### config.mk
export PLATFORM = sky130hd
export DESIGN_NAME = crc_a_frame_builder
export DESIGN_NICKNAME = d
export VERILOG_FILES = /design/src/design/cafb_pkg.sv /design/src/design/cafb_front.sv /design/src/design/cafb_queue.sv /design/src/design/cafb_back.sv /design/src/design/crc_a_frame_builder.sv
export SDC_FILE = /design/constraint.sdc
export NUM_CORES = 1
export LEC_CHECK = 0
export ABC_CLOCK_PERIOD_IN_PS = 4400
export BUFFER_PORTS_ARGS = -buffer_cell sky130_fd_sc_hd__buf_2
export CORE_ASPECT_RATIO = 0.5
export CORE_MARGIN = 5
export CORE_UTILIZATION = 55
export DETAILED_ROUTE_END_ITERATION = 7
export GPL_ROUTABILITY_DRIVEN = 0
export PLACE_DENSITY = 0.85
export SETUP_SLACK_MARGIN = 0.02
export SYNTH_ARGS = -nofsm -noshare
export SYNTH_HDL_FRONTEND = slang
export SYNTH_SLANG_ARGS = --single-unit
### constraint.sdc
create_clock -name aclk -period 4.4 [get_ports aclk]
set_clock_uncertainty 0.05 [all_clocks]
set_input_delay 0.44 -clock aclk [delete_from_list [all_inputs] [get_ports aclk]]
set_output_delay 0.44 -clock aclk [all_outputs]
set_load 0.02 [all_outputs]
### src/design/cafb_pkg.sv
// ----------------------------------------------------------------------------
// cafb_pkg: shared types and constants for the CRC_A frame builder
// Job record passed from the front to the back, byte kinds and the CRC step.
// ----------------------------------------------------------------------------
package cafb_pkg;

    localparam logic [15:0] CRC_A_INIT       = 16'h6363;
    localparam logic [7:0]  FRAME_HEADER     = 8'h55;
    localparam logic [7:0]  LEN_COMPLEMENT   = 8'hFF;
    localparam int          CAFB_QUEUE_DEPTH = 4;

    // byte kinds on the result channel
    localparam logic [1:0] KIND_HEADER  = 2'd0;
    localparam logic [1:0] KIND_PAYLOAD = 2'd1;
    localparam logic [1:0] KIND_CRC     = 2'd2;

    // one queued job: a frame start or a single payload byte
    typedef struct packed {
        logic       is_start;   // emit header before the payload byte
        logic       last;       // append CRC after the payload byte
        logic [7:0] cmd;
        logic [7:0] len;
        logic [7:0] data;
    } job_t;

    // one byte of CRC_A (ISO 14443-A), reflected form
    function automatic logic [15:0] crc_a_step(input logic [15:0] crc, input logic [7:0] b);
        logic [7:0] v;
        v = b ^ crc[7:0];
        v = v ^ {v[3:0], 4'b0000};
        return {8'h00, crc[15:8]} ^ {v, 8'h00} ^ {5'b00000, v, 3'b000} ^ {12'h000, v[7:4]};
    endfunction

endpackage

### src/design/cafb_front.sv
// ----------------------------------------------------------------------------
// cafb_front: input classifier
// Tracks the open frame, drops stray payload bytes, and queues jobs.
// ----------------------------------------------------------------------------
module cafb_front (
    input  logic          aclk,
    input  logic          aresetn,
    input  logic          s_tvalid,
    output logic          s_tready,
    input  logic [23:0]   s_tdata,
    input  logic          s_tuser,
    output logic          push,
    output cafb_pkg::job_t push_job,
    input  logic          queue_full
);
    import cafb_pkg::*;

    logic       frame_open_reg, frame_open_next;
    logic [7:0] bytes_left_reg, bytes_left_next;
    logic       accept;
    logic [7:0] in_cmd, in_len, in_data;

    assign in_cmd   = s_tdata[7:0];
    assign in_len   = s_tdata[15:8];
    assign in_data  = s_tdata[23:16];
    assign s_tready = !queue_full;
    assign accept   = s_tvalid && s_tready;

    always_comb begin
        frame_open_next   = frame_open_reg;
        bytes_left_next   = bytes_left_reg;
        push              = 1'b0;
        push_job.is_start = s_tuser;
        push_job.cmd      = in_cmd;
        push_job.len      = in_len;
        push_job.data     = in_data;
        push_job.last     = 1'b0;
        if (accept) begin
            if (s_tuser) begin
                push            = 1'b1;
                push_job.last   = (in_len == 8'd1);
                frame_open_next = (in_len > 8'd1);
                bytes_left_next = (in_len == 8'd0) ? 8'd0 : in_len - 8'd1;
            end else if (frame_open_reg) begin
                push            = 1'b1;
                push_job.last   = (bytes_left_reg == 8'd1);
                frame_open_next = (bytes_left_reg != 8'd1);
                bytes_left_next = bytes_left_reg - 8'd1;
            end
        end
    end

    always_ff @(posedge aclk) begin
        if (!aresetn) begin
            frame_open_reg <= 1'b0;
            bytes_left_reg <= 8'd0;
        end else begin
            frame_open_reg <= frame_open_next;
            bytes_left_reg <= bytes_left_next;
        end
    end

endmodule

### src/design/cafb_queue.sv
// ----------------------------------------------------------------------------
// cafb_queue: job queue
// Small FIFO between the classifier and the byte sequencer.
// ----------------------------------------------------------------------------
module cafb_queue #(
    parameter int DEPTH = cafb_pkg::CAFB_QUEUE_DEPTH
) (
    input  logic           aclk,
    input  logic           aresetn,
    input  logic           push,
    input  cafb_pkg::job_t push_job,
    output logic           full,
    input  logic           pop,
    output cafb_pkg::job_t pop_job,
    output logic           empty
);
    import cafb_pkg::*;

    localparam int AW = (DEPTH > 1) ? $clog2(DEPTH) : 1;
    localparam int CW = $clog2(DEPTH + 1);

    job_t          mem [DEPTH];
    logic [AW-1:0] wr_ptr_reg, rd_ptr_reg;
    logic [CW-1:0] count_reg;

    assign full    = (count_reg == CW'(DEPTH));
    assign empty   = (count_reg == '0);
    assign pop_job = mem[rd_ptr_reg];

    always_ff @(posedge aclk) begin
        if (push) begin
            mem[wr_ptr_reg] <= push_job;
        end
    end

    always_ff @(posedge aclk) begin
        if (!aresetn) begin
            wr_ptr_reg <= '0;
            rd_ptr_reg <= '0;
            count_reg  <= '0;
        end else begin
            if (push) begin
                wr_ptr_reg <= (wr_ptr_reg == AW'(DEPTH - 1)) ? '0 : wr_ptr_reg + 1'b1;
            end
            if (pop) begin
                rd_ptr_reg <= (rd_ptr_reg == AW'(DEPTH - 1)) ? '0 : rd_ptr_reg + 1'b1;
            end
            if (push && !pop) begin
                count_reg <= count_reg + 1'b1;
            end else if (pop && !push) begin
                count_reg <= count_reg - 1'b1;
            end
        end
    end

endmodule

### src/design/cafb_back.sv
// ----------------------------------------------------------------------------
// cafb_back: byte sequencer
// Walks each job through header, payload and CRC phases, one byte a cycle while the output is not stalled.
// ----------------------------------------------------------------------------
module cafb_back (
    input  logic           aclk,
    input  logic           aresetn,
    output logic           pop,
    input  cafb_pkg::job_t pop_job,
    input  logic           queue_empty,
    output logic           m_tvalid,
    input  logic           m_tready,
    output logic [7:0]     m_tdata,
    output logic [2:0]     m_tuser,
    output logic           m_tlast
);
    import cafb_pkg::*;

    localparam logic [2:0] PH_HDR  = 3'd0;
    localparam logic [2:0] PH_CMD  = 3'd1;
    localparam logic [2:0] PH_LEN  = 3'd2;
    localparam logic [2:0] PH_NLEN = 3'd3;
    localparam logic [2:0] PH_DATA = 3'd4;
    localparam logic [2:0] PH_CRCL = 3'd5;
    localparam logic [2:0] PH_CRCH = 3'd6;

    job_t        job_reg;
    logic        busy_reg, busy_next;
    logic [2:0]  phase_reg, phase_next;
    logic [15:0] crc_reg, crc_next;
    logic        out_valid_reg;
    logic [7:0]  out_byte_reg;
    logic [1:0]  out_kind_reg;
    logic        out_end_reg, out_run_last_reg;

    logic        advance, emit, done;
    logic [2:0]  step_phase;
    logic [7:0]  byte_sel;
    logic [1:0]  kind_sel;
    logic [15:0] crc_base;

    assign advance = !out_valid_reg || m_tready;
    assign emit    = busy_reg && advance;
    assign pop     = (!busy_reg || (emit && done)) && !queue_empty;

    always_comb begin
        step_phase = phase_reg;
        done       = 1'b0;
        byte_sel   = FRAME_HEADER;
        kind_sel   = KIND_HEADER;
        unique case (phase_reg)
            PH_HDR: begin
                step_phase = PH_CMD;
            end
            PH_CMD: begin
                byte_sel   = job_reg.cmd;
                step_phase = PH_LEN;
            end
            PH_LEN: begin
                byte_sel   = job_reg.len;
                step_phase = PH_NLEN;
            end
            PH_NLEN: begin
                byte_sel   = LEN_COMPLEMENT - job_reg.len;
                step_phase = (job_reg.len == 8'd0) ? PH_CRCL : PH_DATA;
            end
            PH_DATA: begin
                byte_sel   = job_reg.data;
                kind_sel   = KIND_PAYLOAD;
                step_phase = PH_CRCL;
                done       = !job_reg.last;
            end
            PH_CRCL: begin
                byte_sel   = crc_reg[7:0];
                kind_sel   = KIND_CRC;
                step_phase = PH_CRCH;
            end
            PH_CRCH: begin
                byte_sel = crc_reg[15:8];
                kind_sel = KIND_CRC;
                done     = 1'b1;
            end
            default: begin
                done = 1'b1;
            end
        endcase
    end

    // restart the CRC on the header byte; hold it across the trailer
    assign crc_base = (phase_reg == PH_HDR) ? CRC_A_INIT : crc_reg;

    always_comb begin
        crc_next   = crc_reg;
        phase_next = phase_reg;
        busy_next  = busy_reg;
        if (emit) begin
            if (kind_sel != KIND_CRC) begin
                crc_next = crc_a_step(crc_base, byte_sel);
            end
            phase_next = step_phase;
            if (done) begin
                busy_next = 1'b0;
            end
        end
        if (pop) begin
            busy_next  = 1'b1;
            phase_next = pop_job.is_start ? PH_HDR : PH_DATA;
        end
    end

    always_ff @(posedge aclk) begin
        if (pop) begin
            job_reg <= pop_job;
        end
        if (emit) begin
            out_byte_reg     <= byte_sel;
            out_kind_reg     <= kind_sel;
            out_end_reg      <= (phase_reg == PH_CRCH);
            out_run_last_reg <= done;
        end
    end

    always_ff @(posedge aclk) begin
        if (!aresetn) begin
            busy_reg      <= 1'b0;
            phase_reg     <= PH_HDR;
            crc_reg       <= CRC_A_INIT;
            out_valid_reg <= 1'b0;
        end else begin
            busy_reg  <= busy_next;
            phase_reg <= phase_next;
            crc_reg   <= crc_next;
            if (advance) begin
                out_valid_reg <= emit;
            end
        end
    end

    assign m_tvalid = out_valid_reg;
    assign m_tdata  = out_byte_reg;
    assign m_tuser  = {out_run_last_reg, out_kind_reg};
    assign m_tlast  = out_end_reg;

endmodule

### src/design/crc_a_frame_builder.sv
// ----------------------------------------------------------------------------
// crc_a_frame_builder: streaming frame builder with CRC_A trailer
// Wraps byte requests into frames: header, payload and ISO 14443-A CRC.
// ----------------------------------------------------------------------------
// Usage:
//   Send a start request (s_tuser = 1) with command and length; the block
//   emits 0x55, command, length, 0xFF - length and, for a non-empty frame,
//   the request's data byte as the first payload byte. Each later request
//   (s_tuser = 0) adds one payload byte. After the last payload byte the
//   CRC_A (init 0x6363, over header and payload) follows, low byte first.
//   A zero-length start emits header and CRC at once. Payload requests with
//   no open frame are dropped; a new start abandons an open frame.
// Throughput: while m_tready allows, the sequencer emits one byte per cycle, so
//   payload requests other than the last flow at one per cycle; a start request
//   makes 5 to 7 bytes (5 with more payload to come, 6 for a zero-length frame,
//   7 for a one-byte frame), and the job queue (QUEUE_DEPTH entries) soaks up
//   the burst. Requests pass the job queue, job register and output register.
// Reset: clears the open-frame tracking, empties the queue and the output
//   register; no frame is open afterwards.
// Stall: while m_tready is low the output register holds; the sequencer
//   stops and s_tready drops once the job queue is full.
// ----------------------------------------------------------------------------
module crc_a_frame_builder #(
    parameter int QUEUE_DEPTH = cafb_pkg::CAFB_QUEUE_DEPTH
) (
    input  logic        aclk,
    input  logic        aresetn,
    input  logic        s_tvalid,
    output logic        s_tready,
    input  logic [23:0] s_tdata,   // [7:0] command_code, [15:8] payload_length, [23:16] data_byte
    input  logic        s_tuser,   // [0] frame_start
    output logic        m_tvalid,
    input  logic        m_tready,
    output logic [7:0]  m_tdata,   // [7:0] out_byte
    output logic [2:0]  m_tuser,   // [1:0] byte_kind, [2] run_last
    output logic        m_tlast    // frame_end
);
    import cafb_pkg::*;

    logic push, pop, queue_full, queue_empty;
    job_t push_job, pop_job;

    // classify requests and track the open frame
    cafb_front u_front (
        .aclk       (aclk),
        .aresetn    (aresetn),
        .s_tvalid   (s_tvalid),
        .s_tready   (s_tready),
        .s_tdata    (s_tdata),
        .s_tuser    (s_tuser),
        .push       (push),
        .push_job   (push_job),
        .queue_full (queue_full)
    );

    // decouple the classifier from the byte sequencer
    cafb_queue #(
        .DEPTH (QUEUE_DEPTH)
    ) u_queue (
        .aclk     (aclk),
        .aresetn  (aresetn),
        .push     (push),
        .push_job (push_job),
        .full     (queue_full),
        .pop      (pop),
        .pop_job  (pop_job),
        .empty    (queue_empty)
    );

    // emit header, payload and CRC bytes
    cafb_back u_back (
        .aclk        (aclk),
        .aresetn     (aresetn),
        .pop         (pop),
        .pop_job     (pop_job),
        .queue_empty (queue_empty),
        .m_tvalid    (m_tvalid),
        .m_tready    (m_tready),
        .m_tdata     (m_tdata),
        .m_tuser     (m_tuser),
        .m_tlast     (m_tlast)
    );

endmodule

After elaboration in Yosys (flattened, before gate mapping)
Memory sizes are Yosys's and may differ from the RTL's. A register that Yosys moved wholly into a read port is not among the register bits.
Index checks and enable logic that the tools add are counted.
W data, S select, Z words.
{"block": "op_classes", "mux": 31, "n_eq_ne": 13, "magnitude_cmp": 1, "reduce_logical": 30, "n_bitwise": 5, "addsub": 7}
{"operator": "$pmux W8 S6", "n": 1}
{"operator": "$mux W8", "n": 3}
{"operator": "$pmux W3 S6", "n": 1}
{"operator": "$eq A8 B1 Y1 const B", "n": 2}
{"operator": "$logic_not A8 Y1", "n": 2}
{"operator": "$mux W16", "n": 1}
{"operator": "$sub A8 B1 Y8 const B", "n": 2}
{"operator": "$xor A16 B11 Y16", "n": 1}
{"operator": "$xor A16 B4 Y16", "n": 1}
{"operator": "$xor A8 B16 Y16", "n": 1}
{"operator": "$xor A8 B8 Y8", "n": 2}
{"operator": "$mux W3", "n": 5}
{"operator": "$mux W1", "n": 14}
{"operator": "$eq A3 B3 Y1 const B", "n": 4}
{"operator": "$gt A8 B1 Y1 const B", "n": 1}
{"operator": "$mux W2", "n": 4}
{"operator": "$ne A8 B1 Y1 const B", "n": 1}
{"operator": "$reduce_and A2 Y1", "n": 4}
{"operator": "$reduce_bool A2 Y1", "n": 4}
{"operator": "$sub A8 B8 Y8 const A", "n": 1}
{"operator": "$logic_not A1 Y1", "n": 7}
{"operator": "$reduce_bool A7 Y1", "n": 1}
{"operator": "$eq A3 B2 Y1 const B", "n": 2}
{"operator": "$logic_and A1 B1 Y1", "n": 6}
{"operator": "other kinds (12)", "n": 16}
{"block": "totals", "ramBits": 104, "word_cells": 105, "in_bits": 29, "register_bits": 74, "mem_count": 1, "output_inout_bits": 14}
{"name": "u_queue.mem", "words": 4, "word_bits": 26, "read_ports": 1, "rd_clocked_by_memory_dff": 1, "write_ports": 1, "line": "cafb_queue.sv:22", "text": "job_t mem [DEPTH];"}

Logic depth before layout (Yosys ltp)
Gate-level depths: netlist of run 1.
{"block": "depth", "word_depth": 9, "mapped_depth": 13, "depth_no_buf": 11}

Modules after synthesis
A second synthesis of run 1 with hierarchy kept.
{"block": "unflattened", "hier_cells": 580, "hier_area_um2": 8244.2}
{"module": "cafb_queue", "n_inst": 1, "area_each_um2": 4255.3, "cells_each": 180, "seq_area_each_um2": 3303.2}
{"module": "cafb_back", "n_inst": 1, "area_each_um2": 3029.2, "cells_each": 277, "seq_area_each_um2": 1531.5}
{"module": "cafb_front", "n_inst": 1, "area_each_um2": 959.7, "cells_each": 123, "seq_area_each_um2": 180.2}

Worst setup path before layout of run 1
No wires, ideal clock.
{"block": "synth_path", "kind": "register -> register", "startpoint": "reg u_queue.count_reg[0]", "endpoint": "reg u_queue.count_reg[2]", "path_slack_ns": 1.424, "synth_period_minus_slack_ns": 2.976, "setup_ns": 0.070, "arrival_time_ns": 2.855, "path_stages_with_launch": 14, "n_path_buf": 2, "t_required_ns": 4.280, "cell_sequence": "dfxtp_1 nor2_1 nand2_1 and2_1 clkbuf_1 o21ai_1 inv_1 clkbuf_1 ha_1 inv_1 fa_1 xor2_1 or3_1 a21oi_1"}
{"block": "synth_between", "elab_chain_cells": 7, "word_cells_on_any_way": 16, "cone_classes": "2 x add/sub; 1 x eq/ne; 3 x mux; 10 x reduce/logical"}
{"element": "from (decl)", "line": "cafb_queue.sv:24", "text": "logic [CW-1:0] count_reg;"}
{"element": "from (signal assigned)", "line": "cafb_queue.sv:49", "text": "count_reg <= count_reg + 1'b1;"}
{"element": "from (signal assigned)", "line": "cafb_queue.sv:51", "text": "count_reg <= count_reg - 1'b1;"}
{"element": "$eq A3 B3 Y1 *", "line": "cafb_queue.sv:26", "text": "assign full = (count_reg == CW'(DEPTH));"}
{"element": "$logic_not A1 Y1 *", "line": "cafb_front.sv:26", "text": "assign s_tready = !queue_full;"}
{"element": "via s_tready", "line": "crc_a_frame_builder.sv:29", "text": "output logic s_tready,"}
{"element": "$logic_and A1 B1 Y1 *", "line": "cafb_front.sv:27", "text": "assign accept = s_tvalid && s_tready;"}
{"element": "$mux W1 *", "line": "cafb_front.sv:38", "text": "if (accept) begin"}
{"element": "via push", "line": "crc_a_frame_builder.sv:40", "text": "logic push, pop, queue_full, queue_empty;"}
{"element": "$logic_not A1 Y1", "line": "cafb_queue.sv:50", "text": "end else if (pop && !push) begin"}
{"element": "$logic_and A1 B1 Y1", "line": "cafb_queue.sv:50"}
{"element": "$reduce_bool A2 Y1 (no line)"}
The timed path passes the listed nets; every way through them passes the cells marked *. The select of a mux whose other input is x is not followed.
A chain may end at the register's enable or synchronous reset.

==> flow_summary.json, run 1 <==
{
  "status": "completed",
  "clkTransAtPathRegs_ns": 0.07,
  "grt_max_degree": 36,
  "finalPower_uw": 5620,
  "die_w_um": 178,
  "grt_first_pass_wirelength_mm": 25.3,
  "synth_nets": 602,
  "final_cell_mix": "141 x edfxtp_1, 46 x nor2_1, 42 x buf_2",
  "cap_violations": 0,
  "arrival_ns": 3.51,
  "synth.area.top_cells": "edfxtp_1 54%, dfxtp_1 10%, mux4_2 7.8%, nor2_1 2.2%, nand2_1 1.8%",
  "final_common_cell": "edfxtp_1",
  "drv_slew": 0,
  "synth_compound_area_share_pct": 7.39,
  "ys_async_sr_fraction_pct": 0,
  "nets": 642,
  "die_h_um": 94.1,
  "ant_nets": 0,
  "drc_errors": 0,
  "synth_top_family_by_area": "simple AND/OR/NAND/NOR gates",
  "switching_share_pct": 33.5,
  "wl_per_cell_um": 19.7,
  "wl_met3_um": 964,
  "fmax_mhz": 309,
  "cts_buffer_depth": 2,
  "insertion_delay_ns": 0.42,
  "synth_edf_count": 141,
  "htreeDepth": 4,
  "cts_resized": 0,
  "drtPass1Iterations": 5,
  "power_density_nw_per_um2": 645,
  "rsz0062_at_grt": "false",
  "synth-xor-area-share_pct": 3.14,
  "whs_path_depth": 1,
  "worst_setup_path_end_kind": "register",
  "p_switching_uw": 1880,
  "cts.hold.buffers_added": 0,
  "drt-initial-drc-count": 466,
  "crit_required_ns": 4.68,
  "drive_gt1_share_pct": 19.9,
  "clkSinkCount": 180,
  "synth_cell_types": 64,
  "fin_crit_ns": 3.24,
  "ys_seq_area_share_pct": 64.5,
  "antenna_found_initial": 0,
  "rows": 30,
  "fin_crit_sh_pct": 73.6,
  "hold_viol": 0,
  "synth_fa_ha_area_share_pct": 2.03,
  "dpl.hpwl_mm": 9.95,
  "n_antenna_cell": 0,
  "intPower_uw": 3730,
  "cts_setup_buffers": 0,
  "synth_top_cell_area_share_pct": 54.5,
  "io_pins": 43,
  "grt_pass1_vias": 4680,
  "ys_warn_count": 0,
  "track_usage_pct": 20.2,
  "syn_area_per_cell_um2": 13.9,
  "io_buffers": 42,
  "synth-simple-area-share_pct": 10.8,
  "fin_setup_tns_ns": 0,
  "rr_worst_depth": 7,
  "rr_startpoint": "u_back.phase_reg[1]",
  "regToRegSetupSlack_ns": 1.16,
  "worst_setup_path_start_kind": "register",
  "drt_wl_total_mm": 15.9,
  "p_seq_share_pct": 45.7,
  "grt-ovfl-total": 0,
  "die_area_um2": 16800,
  "vias": 4774,
  "combPwrFrac_pct": 28.9,
  "syn_to_final_growth_pct": 11.9,
  "dp_cells": 774,
  "p_leak_uw": 0.00299,
  "synth_mux_area_share_pct": 9.43,
  "worst_slew_pin_slew_ns": 1.07,
  "coreArea_um2": 13700,
  "wl_met1_mm": 6.88,
  "hold-path-endpoint": "u_queue.mem[0][20]",
  "ys_ff_latch": 180,
  "largest_reg_flops": 104,
  "start_util_pct": 56.7,
  "syn_inst": 561,
  "setup_viol": 0,
  "finalNonFillerCells": 806,
  "vias_per_cell": 5.92,
  "cts_tree": "done",
  "ir_drop_mv": 0.265,
  "numCtsBuffers": 17,
  "path_class": "register to register",
  "ys.flop_type": "edfxtp_1",
  "synth_area_leader_cell": "edfxtp_1",
  "synth_area_um2": 7770,
  "relSlewSlack_pct": 28.8,
  "cp_max_fo": 30,
  "worstHoldStart": "s_tdata[4]",
  "pwr-share-clk_pct": 25.3,
  "min_path_type": "primary input to register",
  "cts-root-buf": "clkbuf_16",
  "dr.max_layer_used": "met4",
  "dr_wl_met2_mm": 7.83
}
[how the worst max path moves through the flow]
stage | start | end | slack, ns | depth (start not counted)
5_1_grt | u_back.phase_reg[1] | register | 0.79 | 7
3_5_place_dp | u_back.phase_reg[1] | u_queue.count_reg[2] | 1.23 | 10
2_1_floorplan | u_queue.count_reg[0] | u_queue.count_reg[2] | 1.42 | 13
3_3_place_gp | u_back.phase_reg[1] | u_queue.count_reg[2] | 1.43 | 10
6_report | u_back.phase_reg[1] | register | 1.16 | 7
4_1_cts | u_back.phase_reg[1] | register | 1.19 | 7
[layer usage]
metal  vias up  global-route usage, %
met5         -                      0
met4         0                   6.37
li1       2194                      -
met2       211                   33.1
met3        21                   4.83
met1      2348                   27.0
[through the flow]
| step | hold slack, ns | cell area, um^2 | worst slack [ns] | utilization (%) |
|---|---|---|---|---|
| floorplan | 0.396 | 7770 | 1.42 | - |
| global placement | 0.413 | 8150 | 1.43 | 59.5 |
| detailed placement | 0.423 | 8150 | 1.23 | 59.5 |
| CTS | 0.164 | 8700 | 1.19 | 63.5 |
| global route | 0.171 | 8700 | 0.786 | 63.5 |
| finish | 0.186 | 8700 | 1.16 | 63.5 |
[worst max-delay path: stages (launching register included)]
cell and delay [ns]:
dfxtp_1 0.94, buf_4 0.32, o21ai_0 0.14, o21ai_0 0.30
nand2b_1 0.29, inv_1 0.77, nand2_1 0.14, a21oi_1 0.20
[cells by family after synthesis]
group	count (synthesis)
AOI/OAI and AO/OA	90
xor gates and xnor gates	24
adders and majority gates	12
buffers and inverters	49
DFF	180
muxes	39
and+or+nand+nor	167
[power by group through the flow]
stage	clock (uW)	sequential, uW	combinational (uW)
after floorplan	0	2470	1290
after global placement	0	2580	1550
after detailed placement	0	2590	1600
after CTS	1450	2570	1620
after global routing	1520	2620	1780
final	1420	2570	1630
[final cells by class]
| cell class | count | area (um^2) |
|---|---|---|
| sequential | 180 | 5020 |
| fill | 942 | 5000 |
| multi-input combinational | 332 | 2540 |
| clock buffer | 21 | 465 |
| timing repair buffer | 50 | 270 |
| tap | 192 | 240 |
| clock inverter | 11 | 87.6 |
| inverter | 20 | 75.1 |
[synth_stat cells, types with 2 or more instances]
master and n:
a211oi_1 7, a21oi_1 28, a221oi_1 4, a22oi_1 3, a31oi_1 2, and2_1 7
and2b_1 2, and4b_1 2, buf_1 3, buf_2 8, buf_6 2, clkbuf_1 15
dfxtp_1 39, edfxtp_1 141, ha_1 11, inv_1 19, mux2_2 4, mux2i_1 8
mux4_2 27, nand2_1 38, nand2b_1 2, nand3_1 12, nand3b_1 4, nand4_1 6
nand4b_1 2, nor2_1 46, nor2b_1 9, nor3_1 15, nor3b_1 2, nor4_1 6
o211ai_1 6, o21ai_0 24, o21ai_1 2, o311a_1 2, or3_1 5, xnor2_1 8
xor2_1 13
Power figures use the tool's default switching activity.
==> run 2, diff against run 1 <==
ABC_AREA = 1   (was unset)
ABC_CLOCK_PERIOD_IN_PS = 3100   (was 4400)
clock period = 3.1 ns   (was 4.4 ns; I/O delays follow)
==> run 2 against run 1 <==
Against the previous run: non-clock buffer count up 4; cell area increased by 4.7%; clock power is 63% higher; sequential power up 39%; die area grew 3.2%; critical path type unchanged; highest routed layer is now met5.
==> flow_summary.json, run 2 <==
{
  "die_w_um": 181,
  "crit_required_ns": 3.37,
  "drive_gt1_share_pct": 12.4,
  "clkSinkCount": 180,
  "multi_input_area_um2": 2540,
  "cts_setup_buffers": 0,
  "regToRegSetupSlack_ns": 0.32,
  "synth.area.top_cells": "edfxtp_1 53%, dfxtp_1 9.7%, nand2_1 7.0%, o21ai_0 5.1%, nor2_1 4.9%",
  "cts_tree": "done",
  "grt_pass1_vias": 5855,
  "yosysMostFrequentCell": "nand2_1",
  "status": "completed",
  "syn_inst": 817,
  "synth_cell_types": 44,
  "register_area_um2": 5010,
  "track_usage_pct": 21.6,
  "drv_slew": 0,
  "insertion_delay_ns": 0.44,
  "drt-initial-drc-count": 801,
  "io_pins": 43,
  "switching_share_pct": 40.0,
  "ys_ff_latch": 180,
  "coreArea_um2": 14400,
  "dpl.hpwl_mm": 11.6,
  "start_util_pct": 55.9,
  "nets": 902,
  "final_common_cell": "nand2_1",
  "die_h_um": 95.5,
  "combPwrFrac_pct": 35.4,
  "syn_to_final_growth_pct": 13.3,
  "grt_first_pass_wirelength_mm": 28.9,
  "cts.hold.buffers_added": 0,
  "min_path_type": "primary input to register",
  "p_leak_uw": 0.00368,
  "drt_wl_total_mm": 18.2,
  "ir_drop_mv": 0.512,
  "drtPass1Iterations": 6,
  "intPower_uw": 5470,
  "worst_slew_pin_slew_ns": 0.863,
  "path_class": "register to register",
  "fmax_mhz": 360,
  "ys_top_cells_by_count": "150 x nand2_1, 141 x edfxtp_1, 105 x nor2_1",
  "globalRouteMet3Util_pct": 5.83,
  "htreeDepth": 4,
  "die_area_um2": 17300,
  "ys.flop_type": "edfxtp_1",
  "cap_violations": 0,
  "rsz0062_at_grt": "false",
  "numCtsBuffers": 17,
  "n_antenna_cell": 0,
  "fin_setup_tns_ns": 0,
  "synth_area_leader_cell": "edfxtp_1",
  "antenna_found_initial": 1,
  "p_switching_uw": 3650,
  "worst_setup_path_end_kind": "register",
  "largest_reg_flops": 104,
  "synth_area_um2": 8040,
  "worst_slack_ns": 0.322,
  "cts-root-buf": "clkbuf_16",
  "synth_top_cell_area_share_pct": 52.6,
  "whs_ns": 0.0284,
  "synth_edf_count": 141,
  "cp_max_fo": 12,
  "relSlewSlack_pct": 42.4,
  "synth_nets": 858,
  "ys_seq_area_share_pct": 62.3,
  "globalRouteMet1Util_pct": 26.8,
  "ys_warn_count": 0,
  "fin_crit_sh_pct": 89.6,
  "pwr-share-clk_pct": 25.4,
  "grt-ovfl-total": 0,
  "grt_busiest_layer": "met2",
  "drc_errors": 0,
  "grt_max_degree": 53,
  "cts_buffer_depth": 2,
  "io_buffers": 42,
  "rows": 31,
  "place_ws_ns": 0.432,
  "worst_setup_path_start_kind": "register",
  "use_met2_pct": 36.4,
  "cts_resized": 0,
  "hold_viol": 0,
  "arrival_ns": 3.05,
  "p_seq_share_pct": 39.2,
  "vias": 6096,
  "fin_crit_ns": 2.78,
  "power_density_nw_per_um2": 1000,
  "ant_nets": 0,
  "ys_async_sr_fraction_pct": 0,
  "fillCellCount": 1036,
  "wl_per_cell_um": 17.0,
  "setup_viol": 0,
  "vias_per_cell": 5.69,
  "clkTransAtPathRegs_ns": 0.07,
  "final_cell_mix": "150 x nand2_1, 141 x edfxtp_1, 101 x nor2_1",
  "syn_area_per_cell_um2": 9.85
}
[run 2: cell types whose count changed after synthesis, sizes merged, moves of 7 or more]
cell / change
nor2: +65
xnor2: -9
xor2: -10
mux4: -27
a21oi: +7
o22ai: +25
nor2b: -9
inv: +72
nand2: +116
mux2i: -8
o21ai: +57
nor3: -10
nand3: +36
[run 2: through the flow]
step | utilization, % | instance area (um^2) | power, uW | cells
after floorplan | - | 8040 | 5870 | 817
after global placement | 58.7 | 8450 | 6580 | 1040
after CTS | 63.3 | 9110 | 9060 | 1072
final | 63.3 | 9110 | 9120 | 1072
after global routing | 63.3 | 9110 | 9680 | 1072
after detailed placement | 58.7 | 8450 | 6710 | 1040
[run 2: critical path, cell delays in order, from the launching register on]
cell and delay, ns:
dfxtp_1 0.42, nor2_1 0.10, a21boi_0 0.35, o21ai_0 0.23
inv_1 0.34, ha_1 0.21, inv_1 0.08, fa_1 0.44
a21oi_1 0.14, o21ai_0 0.11, o21ai_0 0.15, a21oi_1 0.05
[run 2: power groups by stage]
stage	combinational [uW]	clock, uW	sequential (uW)
final	3230	2320	3570
after global routing	3620	2440	3620
after CTS	3170	2320	3570
after detailed placement	3100	0	3610
after global placement	2990	0	3590
after floorplan	2300	0	3570
[run 2: layout make-up]
class / count / share of cell area (%)
inverter: 92 / 3.79
timing repair buffer: 54 / 3.30
multi-input combinational: 516 / 27.9
tap: 198 / 2.72
clock buffer: 17 / 4.67
sequential: 180 / 55.0
clock inverter: 15 / 2.57
[run 2: cells by family after synthesis]
family	after synthesis	synth area share, %
and+or+nand+nor	335	17.6
DFF	180	62.3
xor gates and xnor gates	5	0.544
adders and majority gates	12	1.96
AOI/OAI and AO/OA	164	11.4
buffers and inverters	121	6.16
[run 2: final timing paths]
path	startpoint	endpoint	cells past startpoint
min reg2reg	u_back.busy_reg	u_back.m_tvalid	2
min	s_tdata[1]	u_queue.mem[3][17]	1
max	u_queue.count_reg[0]	u_queue.count_reg[2]	11
max reg2reg	u_queue.count_reg[0]	u_queue.count_reg[2]	11
[run 2: layer usage]
layer,wire length [um],vias up,share of wire (%)
li1,-,2886,-
met1,7300,2846,40
met2,8730,303,48
met3,1700,59,9.3
met4,468,2,2.6
met5,7,-,0.038
